[config.mk]
export PLATFORM = sky130hd
export DESIGN_NAME = audio_rms_peak_meter
export DESIGN_NICKNAME = d
export VERILOG_FILES = /design/src/design/arpm_pkg.sv /design/src/design/audio_rms_peak_meter.sv /design/src/design/arpm_squarer.sv /design/src/design/arpm_divider.sv /design/src/design/arpm_isqrt.sv
export SDC_FILE = /design/constraint.sdc
export NUM_CORES = 1
export LEC_CHECK = 0
export BUFFER_PORTS_ARGS = -buffer_cell sky130_fd_sc_hd__buf_2
export CAP_MARGIN = 20
export CELL_PAD_IN_SITES_DETAIL_PLACEMENT = 2
export CELL_PAD_IN_SITES_GLOBAL_PLACEMENT = 2
export CORE_ASPECT_RATIO = 1.5
export CORE_UTILIZATION = 42
export CTS_BUF_LIST = sky130_fd_sc_hd__clkbuf_4
export CTS_CLUSTER_SIZE = 12
export DETAILED_ROUTE_END_ITERATION = 8
export PLACE_DENSITY = 0.91
export SYNTH_ARGS = -nofsm -noshare
export SYNTH_HDL_FRONTEND = slang
export SYNTH_SLANG_ARGS = --single-unit
[constraint.sdc]
create_clock -name i_clk -period 6.45 [get_ports i_clk]
set_input_delay 0.645 -clock i_clk [delete_from_list [all_inputs] [get_ports i_clk]]
set_output_delay 0.645 -clock i_clk [all_outputs]
set_load 0.02 [all_outputs]
[src/design/arpm_pkg.sv]
// shared types, widths and register codes for the audio rms and peak meter
// no dependencies; imported by every module of the block
`timescale 1ns / 1ps

package arpm_pkg;

    localparam int MAG_W      = 16;                 // sample and magnitude width
    localparam int COUNT_W    = 24;                 // sample counter width
    localparam int SQ_W       = 2 * MAG_W - 1;      // square of a magnitude, also the mean
    localparam int SUM_W      = SQ_W - 1 + COUNT_W; // sum of squares
    localparam int RT_W       = (SQ_W + 1) / 2;     // square root of the mean
    localparam int SEEN_W     = 24;                 // samples_seen field
    localparam int THR_W      = 16;
    localparam int CFG_IDX_W  = 8;
    localparam int CFG_DATA_W = 16;

    localparam logic [COUNT_W-1:0] COUNT_MAX = '1;

    localparam logic [CFG_IDX_W-1:0] REG_RMS_THR  = CFG_IDX_W'(0);
    localparam logic [CFG_IDX_W-1:0] REG_PEAK_THR = CFG_IDX_W'(1);

    localparam logic [THR_W-1:0] RMS_THR_RESET  = THR_W'(656);
    localparam logic [THR_W-1:0] PEAK_THR_RESET = THR_W'(2622);

    localparam logic REQ_SAMPLE = 1'b0;
    localparam logic REQ_REPORT = 1'b1;

    typedef struct packed {
        logic                    req_type;
        logic signed [MAG_W-1:0] sample;
    } t_in;

    typedef struct packed {
        logic [RT_W-1:0]   rms_level;
        logic [MAG_W-1:0]  peak_out;
        logic [SEEN_W-1:0] samples_seen;
        logic              active;
        logic              count_overflow;
    } t_out;

    typedef enum logic [2:0] {
        S_IDLE,
        S_SQUARE,
        S_DIVIDE,
        S_ROOT,
        S_EMIT
    } t_state;

endpackage

[src/design/audio_rms_peak_meter.sv]
// top level of the audio rms and peak meter: control, accumulators, output register
// depends on arpm_pkg, arpm_squarer, arpm_divider, arpm_isqrt
//
//   channel   direction  handshake                      payload
//   input     in         i_in_valid / o_in_stall        i_in_data   (t_in)
//   output    out        o_out_valid / i_out_stall      o_out_data  (t_out)
//   config    in         i_cfg_valid / o_cfg_ready      i_cfg_index, i_cfg_data
//
// a sample passes through the squarer, which walks the 16 magnitude bits one per cycle
// a sample arriving with the counter saturated skips the squarer (peak and overflow only)
// a report passes through the bit-serial divider and then the square root
// a report with no samples goes straight back to idle and only clears the accumulators
// reset is synchronous and active low; thresholds return to 656 and 2622
// a stalled result sits in the output register while the next transaction is accepted
`timescale 1ns / 1ps

module audio_rms_peak_meter
    import arpm_pkg::*;
(
    input  logic                  i_clk,
    input  logic                  i_rst_n,
    input  logic                  i_in_valid,
    output logic                  o_in_stall,
    input  t_in                   i_in_data,
    output logic                  o_out_valid,
    input  logic                  i_out_stall,
    output t_out                  o_out_data,
    input  logic                  i_cfg_valid,
    output logic                  o_cfg_ready,
    input  logic [CFG_IDX_W-1:0]  i_cfg_index,
    input  logic [CFG_DATA_W-1:0] i_cfg_data
);

    t_state r_state, n_state;

    // accumulators
    logic [SUM_W-1:0]   r_sum;
    logic [COUNT_W-1:0] r_count;
    logic [MAG_W-1:0]   r_peak;
    logic               r_ovf;

    // snapshot taken when a report starts
    logic [MAG_W-1:0]   r_rep_peak;
    logic [COUNT_W-1:0] r_rep_count;
    logic               r_rep_ovf;

    // thresholds
    logic [THR_W-1:0] r_rms_thr;
    logic [THR_W-1:0] r_peak_thr;

    // output register
    logic r_out_valid;
    t_out r_out;

    logic             w_accept;
    logic             w_is_report;
    logic             w_saturated;
    logic [MAG_W-1:0] w_raw;
    logic [MAG_W-1:0] w_mag;
    logic             w_sq_start;
    logic             w_div_start;
    logic             w_rt_start;
    logic             w_emit;
    logic             w_out_free;
    logic             w_cfg_write;
    logic             w_sq_done;
    logic [SQ_W-1:0]  w_square;
    logic             w_div_done;
    logic [SQ_W-1:0]  w_quotient;
    logic             w_rt_done;
    logic [RT_W-1:0]  w_root;
    logic [31:0]      w_count_ext;

    assign w_accept    = i_in_valid && !o_in_stall;
    assign w_is_report = i_in_data.req_type == REQ_REPORT;
    assign w_saturated = r_count == COUNT_MAX;

    // magnitude of a two's complement sample; the most negative one gives 2^15 unsigned
    assign w_raw = i_in_data.sample;
    assign w_mag = w_raw[MAG_W-1] ? (~w_raw + 1'b1) : w_raw;

    // the output register can take a new result when empty or being drained
    assign w_out_free = !r_out_valid || !i_out_stall;

    assign o_cfg_ready = 1'b1;
    assign w_cfg_write = i_cfg_valid && o_cfg_ready;

    // next state
    always_comb begin
        n_state = r_state;
        unique case (r_state)
            S_IDLE: begin
                if (w_accept) begin
                    if (w_is_report) begin
                        n_state = (r_count != '0) ? S_DIVIDE : S_IDLE;
                    end else begin
                        n_state = w_saturated ? S_IDLE : S_SQUARE;
                    end
                end
            end
            S_SQUARE: begin
                if (w_sq_done) n_state = S_IDLE;
            end
            S_DIVIDE: begin
                if (w_div_done) n_state = S_ROOT;
            end
            S_ROOT: begin
                if (w_rt_done) n_state = S_EMIT;
            end
            S_EMIT: begin
                if (w_out_free) n_state = S_IDLE;
            end
            default: n_state = S_IDLE;
        endcase
    end

    // state outputs
    always_comb begin
        o_in_stall  = 1'b1;
        w_sq_start  = 1'b0;
        w_div_start = 1'b0;
        w_rt_start  = 1'b0;
        w_emit      = 1'b0;
        unique case (r_state)
            S_IDLE: begin
                o_in_stall  = 1'b0;
                w_sq_start  = i_in_valid && !w_is_report && !w_saturated;
                w_div_start = i_in_valid && w_is_report && (r_count != '0);
            end
            S_SQUARE: ;
            S_DIVIDE: begin
                w_rt_start = w_div_done;
            end
            S_ROOT: ;
            S_EMIT: begin
                w_emit = w_out_free;
            end
            default: ;
        endcase
    end

    always_ff @(posedge i_clk) begin
        if (!i_rst_n) begin
            r_state <= S_IDLE;
        end else begin
            r_state <= n_state;
        end
    end

    // accumulators: peak on every sample, sum and count once the square is ready, all cleared by a report
    always_ff @(posedge i_clk) begin
        if (!i_rst_n) begin
            r_sum   <= '0;
            r_count <= '0;
            r_peak  <= '0;
            r_ovf   <= 1'b0;
        end else if (w_accept && w_is_report) begin
            r_sum   <= '0;
            r_count <= '0;
            r_peak  <= '0;
            r_ovf   <= 1'b0;
        end else if (w_accept) begin
            if (w_mag > r_peak) r_peak <= w_mag;
            if (w_saturated) r_ovf <= 1'b1;
        end else if (r_state == S_SQUARE && w_sq_done) begin
            r_sum   <= r_sum + SUM_W'(w_square);
            r_count <= r_count + 1'b1;
        end
    end

    // snapshot for the report in flight
    always_ff @(posedge i_clk) begin
        if (w_div_start) begin
            r_rep_peak  <= r_peak;
            r_rep_count <= r_count;
            r_rep_ovf   <= r_ovf;
        end
    end

    // threshold registers, unknown indexes are ignored
    always_ff @(posedge i_clk) begin
        if (!i_rst_n) begin
            r_rms_thr  <= RMS_THR_RESET;
            r_peak_thr <= PEAK_THR_RESET;
        end else if (w_cfg_write) begin
            unique case (i_cfg_index)
                REG_RMS_THR:  r_rms_thr  <= THR_W'(i_cfg_data);
                REG_PEAK_THR: r_peak_thr <= THR_W'(i_cfg_data);
                default: ;
            endcase
        end
    end

    // samples_seen carries the whole count
    assign w_count_ext = 32'(r_rep_count);

    // output register
    always_ff @(posedge i_clk) begin
        if (!i_rst_n) begin
            r_out_valid <= 1'b0;
        end else if (w_emit) begin
            r_out_valid <= 1'b1;
        end else if (r_out_valid && !i_out_stall) begin
            r_out_valid <= 1'b0;
        end
        if (w_emit) begin
            r_out.rms_level      <= w_root;
            r_out.peak_out       <= r_rep_peak;
            r_out.samples_seen   <= w_count_ext[SEEN_W-1:0];
            r_out.active         <= (THR_W'(w_root) >= r_rms_thr)
                                    || (THR_W'(r_rep_peak) >= r_peak_thr);
            r_out.count_overflow <= r_rep_ovf;
        end
    end

    assign o_out_valid = r_out_valid;
    assign o_out_data  = r_out;

    arpm_squarer u_squarer (
        .i_clk    (i_clk),
        .i_rst_n  (i_rst_n),
        .i_start  (w_sq_start),
        .i_mag    (w_mag),
        .o_done   (w_sq_done),
        .o_square (w_square)
    );

    arpm_divider u_divider (
        .i_clk      (i_clk),
        .i_rst_n    (i_rst_n),
        .i_start    (w_div_start),
        .i_dividend (r_sum),
        .i_divisor  (r_count),
        .o_done     (w_div_done),
        .o_quotient (w_quotient)
    );

    arpm_isqrt u_isqrt (
        .i_clk   (i_clk),
        .i_rst_n (i_rst_n),
        .i_start (w_rt_start),
        .i_value (w_quotient),
        .o_done  (w_rt_done),
        .o_root  (w_root)
    );

`ifndef NO_ASSERTIONS
    // the overflow mark only appears once the counter has saturated
    a_ovf_saturated: assert property (@(posedge i_clk) disable iff (!i_rst_n)
        r_ovf |-> r_count == COUNT_MAX)
        else $error("overflow mark set below a saturated count");

    // a report in flight always has samples behind it
    a_report_nonempty: assert property (@(posedge i_clk) disable iff (!i_rst_n)
        (r_state == S_DIVIDE || r_state == S_ROOT || r_state == S_EMIT)
        |-> r_rep_count != '0)
        else $error("report in flight with an empty count");

    // the squarer finishes only while the control waits on it
    a_sq_done_state: assert property (@(posedge i_clk) disable iff (!i_rst_n)
        w_sq_done |-> r_state == S_SQUARE)
        else $error("squarer finished outside the squaring state");

    // the root unit finishes only while the control waits on it
    a_rt_done_state: assert property (@(posedge i_clk) disable iff (!i_rst_n)
        w_rt_done |-> r_state == S_ROOT)
        else $error("square root finished outside the root state");

    // a result entering the output register never overwrites one that is stalled
    a_no_overwrite: assert property (@(posedge i_clk) disable iff (!i_rst_n)
        w_emit |-> !(r_out_valid && i_out_stall))
        else $error("result written over a stalled transaction");
`endif

endmodule

[src/design/arpm_squarer.sv]
// bit-serial squarer: shift-and-add, one multiplier bit per cycle
// depends on arpm_pkg
`timescale 1ns / 1ps

module arpm_squarer
    import arpm_pkg::*;
(
    input  logic             i_clk,
    input  logic             i_rst_n,
    input  logic             i_start,
    input  logic [MAG_W-1:0] i_mag,
    output logic             o_done,
    output logic [SQ_W-1:0]  o_square
);

    localparam int CNT_W = $clog2(MAG_W);

    logic             r_busy, n_busy;
    logic             r_done, n_done;
    logic [CNT_W-1:0] r_cnt, n_cnt;
    logic [MAG_W-1:0] r_mcand, n_mcand;
    logic [MAG_W-1:0] r_hi, n_hi;
    logic [MAG_W-1:0] r_lo, n_lo;
    logic [MAG_W:0]   w_add;

    // partial sum of the high half plus the multiplicand when the current bit is set
    assign w_add = {1'b0, r_hi} + (r_lo[0] ? {1'b0, r_mcand} : '0);

    always_comb begin
        n_busy  = r_busy;
        n_done  = 1'b0;
        n_cnt   = r_cnt;
        n_mcand = r_mcand;
        n_hi    = r_hi;
        n_lo    = r_lo;
        if (i_start) begin
            n_busy  = 1'b1;
            n_cnt   = '0;
            n_mcand = i_mag;
            n_hi    = '0;
            n_lo    = i_mag;
        end else if (r_busy) begin
            n_hi  = w_add[MAG_W:1];
            n_lo  = {w_add[0], r_lo[MAG_W-1:1]};
            n_cnt = r_cnt + 1'b1;
            if (r_cnt == CNT_W'(MAG_W - 1)) begin
                n_busy = 1'b0;
                n_done = 1'b1;
            end
        end
    end

    always_ff @(posedge i_clk) begin
        if (!i_rst_n) begin
            r_busy <= 1'b0;
            r_done <= 1'b0;
        end else begin
            r_busy <= n_busy;
            r_done <= n_done;
        end
        r_cnt   <= n_cnt;
        r_mcand <= n_mcand;
        r_hi    <= n_hi;
        r_lo    <= n_lo;
    end

    assign o_done   = r_done;
    assign o_square = SQ_W'({r_hi, r_lo});

endmodule

[src/design/arpm_divider.sv]
// restoring divider, one quotient bit per cycle, dividend shifted out msb first
// depends on arpm_pkg
`timescale 1ns / 1ps

module arpm_divider
    import arpm_pkg::*;
(
    input  logic               i_clk,
    input  logic               i_rst_n,
    input  logic               i_start,
    input  logic [SUM_W-1:0]   i_dividend,
    input  logic [COUNT_W-1:0] i_divisor,
    output logic               o_done,
    output logic [SQ_W-1:0]    o_quotient
);

    localparam int CNT_W = $clog2(SUM_W);

    logic               r_busy, n_busy;
    logic               r_done, n_done;
    logic [CNT_W-1:0]   r_cnt, n_cnt;
    logic [SUM_W-1:0]   r_dvd, n_dvd;
    logic [COUNT_W-1:0] r_dvs, n_dvs;
    logic [COUNT_W-1:0] r_rem, n_rem;
    logic [SQ_W-1:0]    r_quo, n_quo;
    logic [COUNT_W:0]   w_trial;
    logic [COUNT_W:0]   w_diff;
    logic               w_ge;

    assign w_trial = {r_rem, r_dvd[SUM_W-1]};
    assign w_ge    = w_trial >= {1'b0, r_dvs};
    assign w_diff  = w_trial - {1'b0, r_dvs};

    always_comb begin
        n_busy = r_busy;
        n_done = 1'b0;
        n_cnt  = r_cnt;
        n_dvd  = r_dvd;
        n_dvs  = r_dvs;
        n_rem  = r_rem;
        n_quo  = r_quo;
        if (i_start) begin
            n_busy = 1'b1;
            n_cnt  = '0;
            n_dvd  = i_dividend;
            n_dvs  = i_divisor;
            n_rem  = '0;
            n_quo  = '0;
        end else if (r_busy) begin
            // remainder stays below the divisor, so it fits the counter width
            n_rem = w_ge ? w_diff[COUNT_W-1:0] : w_trial[COUNT_W-1:0];
            n_dvd = {r_dvd[SUM_W-2:0], 1'b0};
            // quotient never exceeds one square, the upper bits drop off as zeros
            n_quo = {r_quo[SQ_W-2:0], w_ge};
            n_cnt = r_cnt + 1'b1;
            if (r_cnt == CNT_W'(SUM_W - 1)) begin
                n_busy = 1'b0;
                n_done = 1'b1;
            end
        end
    end

    always_ff @(posedge i_clk) begin
        if (!i_rst_n) begin
            r_busy <= 1'b0;
            r_done <= 1'b0;
        end else begin
            r_busy <= n_busy;
            r_done <= n_done;
        end
        r_cnt <= n_cnt;
        r_dvd <= n_dvd;
        r_dvs <= n_dvs;
        r_rem <= n_rem;
        r_quo <= n_quo;
    end

    assign o_done     = r_done;
    assign o_quotient = r_quo;

endmodule

[src/design/arpm_isqrt.sv]
// digit-by-digit integer square root, two radicand bits per cycle
// depends on arpm_pkg
`timescale 1ns / 1ps

module arpm_isqrt
    import arpm_pkg::*;
(
    input  logic            i_clk,
    input  logic            i_rst_n,
    input  logic            i_start,
    input  logic [SQ_W-1:0] i_value,
    output logic            o_done,
    output logic [RT_W-1:0] o_root
);

    localparam int CNT_W = $clog2(RT_W);
    localparam int V_W   = 2 * RT_W;

    logic            r_busy, n_busy;
    logic            r_done, n_done;
    logic [CNT_W-1:0] r_cnt, n_cnt;
    logic [V_W-1:0]  r_val, n_val;
    logic [RT_W:0]   r_rem, n_rem;
    logic [RT_W-1:0] r_root, n_root;
    logic [RT_W+2:0] w_shift;
    logic [RT_W+2:0] w_trial;
    logic [RT_W+2:0] w_diff;
    logic            w_ge;

    assign w_shift = {r_rem, r_val[V_W-1:V_W-2]};
    assign w_trial = (RT_W + 3)'({r_root, 2'b01});
    assign w_ge    = w_shift >= w_trial;
    assign w_diff  = w_shift - w_trial;

    always_comb begin
        n_busy = r_busy;
        n_done = 1'b0;
        n_cnt  = r_cnt;
        n_val  = r_val;
        n_rem  = r_rem;
        n_root = r_root;
        if (i_start) begin
            n_busy = 1'b1;
            n_cnt  = '0;
            n_val  = V_W'(i_value);
            n_rem  = '0;
            n_root = '0;
        end else if (r_busy) begin
            // remainder stays at or below twice the partial root
            n_rem  = w_ge ? w_diff[RT_W:0] : w_shift[RT_W:0];
            n_root = {r_root[RT_W-2:0], w_ge};
            n_val  = {r_val[V_W-3:0], 2'b00};
            n_cnt  = r_cnt + 1'b1;
            if (r_cnt == CNT_W'(RT_W - 1)) begin
                n_busy = 1'b0;
                n_done = 1'b1;
            end
        end
    end

    always_ff @(posedge i_clk) begin
        if (!i_rst_n) begin
            r_busy <= 1'b0;
            r_done <= 1'b0;
        end else begin
            r_busy <= n_busy;
            r_done <= n_done;
        end
        r_cnt  <= n_cnt;
        r_val  <= n_val;
        r_rem  <= n_rem;
        r_root <= n_root;
    end

    assign o_done = r_done;
    assign o_root = r_root;

endmodule
# Yosys cells after proc, flatten, opt, wreduce, memory -nomap -nowiden
# Index checks and enable logic that the tools add are counted.
dict set report totals {
  reg_bits 472
}
dict set report op_classes {
  n_addsub 9
  order_cmp 5
  n_eq_ne 14
  mux 38
  bitwise 6
  n_reduce_logical 31
}
# cell count
set ops {}
lappend ops {{two-way mux 54 bit} 2}
lappend ops {{two-way mux 16 bit} 4}
lappend ops {{two-way mux 31 bit} 2}
lappend ops {{adder 54 x 31 -> 54 bit} 1}
lappend ops {{>= comparator 16 bit} 2}
lappend ops {{>= comparator 25 x 24 -> 1 bit} 1}
lappend ops {{adder 24 x 1 -> 24 bit (second input constant)} 1}
lappend ops {{== test 24 bit (second input constant)} 1}
lappend ops {{two-way mux 24 bit} 1}
lappend ops {{nonzero test 24 bit} 1}
lappend ops {{subtractor 24 bit} 1}
lappend ops {{two-way mux 1 bit} 20}
lappend ops {{>= comparator 19 x 18 -> 1 bit} 1}
lappend ops {{adder 16 x 17 -> 17 bit} 1}
lappend ops {{two-way mux 17 bit} 1}
lappend ops {{subtractor 17 bit} 1}
lappend ops {{adder 16 x 1 -> 16 bit (second input constant)} 1}
lappend ops {{> comparator 16 bit} 1}
lappend ops {{inverter 16 bit} 1}
lappend ops {{two-way mux 3 bit} 5}
lappend ops {{one-hot mux 3 bit (5 select lines)} 1}
lappend ops {{AND reduction 2 bit} 5}
lappend ops {{OR reduction 3 bit} 3}
lappend ops {{adder 4 x 1 -> 4 bit (second input constant)} 2}
lappend ops {{other kinds (19)} 43}

# Depth between registers and ports, before layout
dict set report logic_depth {
  word_depth 5
  depth_mapped 17
  depth_no_buf 16
}

# By module
# From an unflattened synthesis, not the netlist that was laid out.
dict set report unflattened {
  cells_unflattened 2420
  hier_area_um2 25215.4
}
# mod instances cells_each area_per_inst_um2 seq_area_each_um2
set modules_own_cells {}
lappend modules_own_cells {audio_rms_peak_meter 1 1133 11434.7 5595.4}
lappend modules_own_cells {arpm_divider 1 638 6959.2 3603.5}
lappend modules_own_cells {arpm_isqrt 1 379 3871.2 1731.7}
lappend modules_own_cells {arpm_squarer 1 270 2950.3 1401.3}

# Worst setup path before layout
# Ideal clock, no wire load.
dict set report synth_timing {
  path_type {flip-flop to flip-flop}
  start {reg r_state[1]}
  end {reg u_divider.r_dvd[0] (enable)}
  setup_time_ns 0.540
  t_arrival_ns 4.768
  slack_ns 1.141
  path_stages_with_launch 6
  path_buffers 1
  path_cell_list {dfxtp_1 > clkbuf_1 > nor3_1 > and2_1 > nand2_1 > o21ai_0}
}
dict set report synth_between {
  elab_chain_cells 3
}
# item line_no
set synth_rtl {}
lappend synth_rtl {{start, declared} audio_rms_peak_meter.sv:34} ;# t_state r_state, n_state;
lappend synth_rtl {{start signal, assigned} audio_rms_peak_meter.sv:146} ;# r_state <= n_state;
lappend synth_rtl {{logical NOT 3 bit} audio_rms_peak_meter.sv:124} ;# unique case (r_state)
lappend synth_rtl {{two-way mux 1 bit} audio_rms_peak_meter.sv:124}
lappend synth_rtl {{nonzero test 2 bit (no source line)} --}
lappend synth_rtl {{end signal, assigned} arpm_divider.sv:72} ;# r_dvd <= n_dvd;
lappend synth_rtl {{end, declared} arpm_divider.sv:22} ;# logic [SUM_W-1:0] r_dvd, n_dvd;
# Every way passes these cells.
# A chain may end at the register's enable or synchronous reset.

# Worst setup path after layout
dict set report layout_timing {
  start {reg u_squarer.r_lo[0]}
  end {reg u_squarer.r_hi[15]}
}
dict set report layout_between {
  elab_chain_cells 2
}
# item line_no
set layout_rtl {}
lappend layout_rtl {{start, declared} arpm_squarer.sv:23} ;# logic [MAG_W-1:0] r_lo, n_lo;
lappend layout_rtl {{start signal, assigned} arpm_squarer.sv:64} ;# r_lo <= n_lo;
lappend layout_rtl {{two-way mux 16 bit} arpm_squarer.sv:27} ;# assign w_add = {1'b0, r_hi} + (r_lo[0] ? {1'b0, r_mcand} : '0);
lappend layout_rtl {{adder 16 x 17 -> 17 bit} arpm_squarer.sv:27}
lappend layout_rtl {{end signal, assigned} arpm_squarer.sv:63} ;# r_hi <= n_hi;
lappend layout_rtl {{end, declared} arpm_squarer.sv:22} ;# logic [MAG_W-1:0] r_hi, n_hi;
# Every way passes these cells.

==> flow_metrics.env <==
export IMPL_setup_violations=0
export IMPL_syn_area_per_cell_um2=10.0
export IMPL_port_buffers=105
export IMPL_end_kind="flop"
export IMPL_initial_utilization=0.424
export IMPL_tns_ps=0
export IMPL_syn_nets=2549
export IMPL_irDropWorstVdd_uv=160
export IMPL_critPathMaxStageDelay_ps=980
export IMPL_fin_crit_sh=0.799
export IMPL_first_pass_iters=6
export IMPL_status="complete, no violations"
export IMPL_synth_seq_area_share=0.492
export IMPL_die_area_mm2=0.0572
export IMPL_h_tree_depth=3
export IMPL_synthTopCellsByArea="edfxtp_1 (27%), dfxtp_1 (22%), ha_1 (7.6%)"
export IMPL_rsz0062_at_grt="false"
export IMPL_drc=0
export IMPL_ys_ff_latch=472
export IMPL_rows=106
export IMPL_pwr_share_comb=0.238
export IMPL_period_minus_slack_ps=5150
export IMPL_n_fill_cell=5729
export IMPL_cpMaxStageDelayCell="a2111oi_0"
export IMPL_critical_path_top_delay_family="compound AO/OA/AOI/OAI gates"
export IMPL_fmax_mhz=194
export IMPL_routed_wl_mm=108
export IMPL_drv_slew=0
export IMPL_grt_pass1_wl_mm=158
export IMPL_crit_arrival_ps=5900
export IMPL_routed_via_density=6.31
export IMPL_clk_latency_ps=970
export IMPL_cts_sinks=472
export IMPL_async_flop_share=0
export IMPL_swShare=0.371
export IMPL_synth_top_cell_by_area="edfxtp_1"
export IMPL_antenna_found_initial=12
export IMPL_post_cts_resized=0
export IMPL_max_slew_margin=0.175
export IMPL_path_buf_inv=1
export IMPL_pwr_share_seq=0.418
export IMPL_cts_tree="yes"
export IMPL_synthFlopType="dfxtp_1"
export IMPL_gp_congestion=0.884
export IMPL_cts_root_buf="clkbuf_4"
export IMPL_p_int_mw=5.54
export IMPL_crit_path_max_fanout=17
export IMPL_wire_per_inst_um=32.3
export IMPL_ioPinCount=107
export IMPL_critical_path_class="reg2reg"
export IMPL_nets=2708
export IMPL_synth_warnings=0
export IMPL_crit_required_ps=7190
export IMPL_utilization=0.479
export IMPL_grt_pass1_vias=24026
export IMPL_die_h_um=292
export IMPL_synth_cell_types=75
export IMPL_layout_drive_gt1_share=0.159
export IMPL_cp_cell_sequence="and2_1 -> ha_1 -> inv_1 -> fa_1 -> nor2b_1 -> o21ai_0 -> a21boi_0 -> o21ai_0 -> a211oi_1 -> o31ai_1 -> a21oi_1 -> a2111oi_0 -> a2111oi_0"
export IMPL_synthToLayoutAreaGrowth_pct=13.1
export IMPL_power_switching_mw=3.27
export IMPL_cts_buffers=117
export IMPL_grt_max_degree=86
export IMPL_hp_class="in2reg"
export IMPL_first_iter_violations=1398
export IMPL_syn_cell_area_mm2=0.0236
export IMPL_power_density_mw_per_mm2=330
export IMPL_core_area_mm2=0.0557
export IMPL_maxCapViolations=0
export IMPL_p_leak_nw=10.8
export IMPL_path_clk_slew_ps=110
export IMPL_dpl_hpwl_mm=54.8
export IMPL_clock_path_buffers=3
export IMPL_grt_ovfl_total=0
export IMPL_die_width_um=196
export IMPL_hold_viol_final=0
export IMPL_critPathLaunchType="flop"
export IMPL_synth_most_common_cell="nand2_1"
export IMPL_syn_inst=2356
export IMPL_vias=21007
export IMPL_ant_nets=0
export IMPL_yosys_top_cells_count="nand2_1 (283), dfxtp_1 (256), nor2_1 (220)"
export IMPL_power_mw=8.81
export IMPL_yosysTopAreaCellShare=0.275
export IMPL_p_clk_frac=0.344
export IMPL_synth_edf_count=216
export IMPL_grt_util_all_layers=0.369
export IMPL_fin_worst_skew_ps=105
export IMPL_worst_pin_slew_ps=1220
==> routing by layer <==
layer	part of all wire	global-route usage	vias to the layer above
met5	0.00040	0	-
met4	0.095	0.319	8
met3	0.054	0.0725	625
met1	0.34	0.361	10497
met2	0.51	0.662	1112
li1	-	-	8765
==> cells by family (layout without fill, tap and decap cells) <==
group	count (synthesis)	after routing	synth area share
AND/OR/NAND/NOR	768	768	0.149
flip-flops	472	472	0.492
AO/OA/AOI/OAI	469	469	0.130
buffers and inverters	223	484	0.0361
multiplexers	153	153	0.0688
adder cells (fa/ha/maj)	147	147	0.0789
XOR/XNOR	123	123	0.0456
other	1	11	0.000159
==> per-stage QoR <==
step	hold WS, ps	setup WS (ps)	cells	area [um2]
floorplan	400	1140	2356	23600
global placement	416	2220	3080	24800
detailed placement	421	1710	3080	24800
CTS	5.28	1710	3314	26600
global route	57.5	1400	3325	26700
finish	89.6	1300	3329	26700
==> registers in the layout (all words and copies together), names as in the netlist, 16 cells and up <==
| signal | flops |
|---|---|
| u_squarer.r_lo | 16 |
| u_divider.r_dvd | 54 |
| u_isqrt.r_val | 32 |
| u_divider.r_dvs | 24 |
| r_rms_thr | 16 |
| r_rep_peak | 16 |
| u_divider.r_rem | 24 |
| r_peak | 16 |
| o_out_data | 58 |
| r_peak_thr | 16 |
| u_isqrt.r_rem | 17 |
| u_divider.o_quotient | 31 |
| u_squarer.r_hi | 16 |
| u_squarer.r_mcand | 16 |
| r_count | 24 |
| r_sum | 54 |
| u_isqrt.o_root | 16 |
==> layout by cell type (no fill, tap or decap), types with 7 or more instances in the layout <==
cell and instances:
nand2_1 282, dfxtp_1 254, nor2_1 219, edfxtp_1 216
clkbuf_4 186, ha_1 144, a21oi_1 140, inv_1 121
buf_2 105, mux2i_1 97, o21ai_0 75, a21o_1 71
xnor2_1 70, mux2_2 54, xor2_1 53, a211oi_1 52
nand4_1 39, nor2b_1 37, nor3_1 35, nand3_1 34
and2_1 29, clkinv_1 21, o211ai_1 19, buf_4 18
nand2b_1 16, or3_1 14, and3_1 13, a31oi_1 13
dlygate4sd3_1 13, o31ai_1 12, o21a_1 12, nor4_1 11
diode_2 10, or2_2 9, nor3b_1 8, o31a_1 7
a2111oi_0 7
==> final timing paths <==
kind                                from                               to  slack, ps  cells after the start
min reg2reg       r_peak[1]$_SDFFE_PP0P_          r_rep_peak[1]$_DFFE_PP_        450                      0
max reg2reg  u_squarer.r_lo[0]$_DFFE_PP_  u_squarer.r_hi[15]$_SDFFE_PP0P_       1300                     13
max          u_squarer.r_lo[0]$_DFFE_PP_  u_squarer.r_hi[15]$_SDFFE_PP0P_       1300                     13
min                       i_cfg_data[14]       r_rms_thr[14]$_SDFFE_PN0P_         90                      3
==> what timing repair did <==
item | 4_1_cts | 5_1_grt
hold endpoints to repair | 16 | 0
hold buffers | 13 | 0
buffers inserted | 0 | 0
==> worst register-to-register path, cell delays in order, from the launching register on <==
cell,delay [ps]
edfxtp_1,710
and2_1,230
ha_1,200
inv_1,70
fa_1,430
nor2b_1,140
o21ai_0,170
a21boi_0,430
o21ai_0,290
a211oi_1,580
o31ai_1,270
a21oi_1,300
a2111oi_0,150
a2111oi_0,980
==> power by group through the flow <==
stage | registers, mW | clock network (mW) | logic [mW]
final | 3.68 | 3.03 | 2.10
after floorplan | 3.57 | 0 | 1.32
after global routing | 3.68 | 3.16 | 2.20
after global placement | 3.64 | 0 | 1.61
after detailed placement | 3.67 | 0 | 1.80
after CTS | 3.64 | 2.96 | 1.98
==> layout make-up <==
cell class                 count  area (um2)  area share
sequential                   472       11600       0.435
multi-input combinational   1661       11200       0.419
clock buffer                 186        1400      0.0523
timing repair buffer         141         906      0.0339
tap                          702         878      0.0329
inverter                     122         458      0.0171
clock inverter                35         234     0.00876
antenna                       10        25.0    0.000937
No activity file was read; power rests on OpenSTA's default activity.
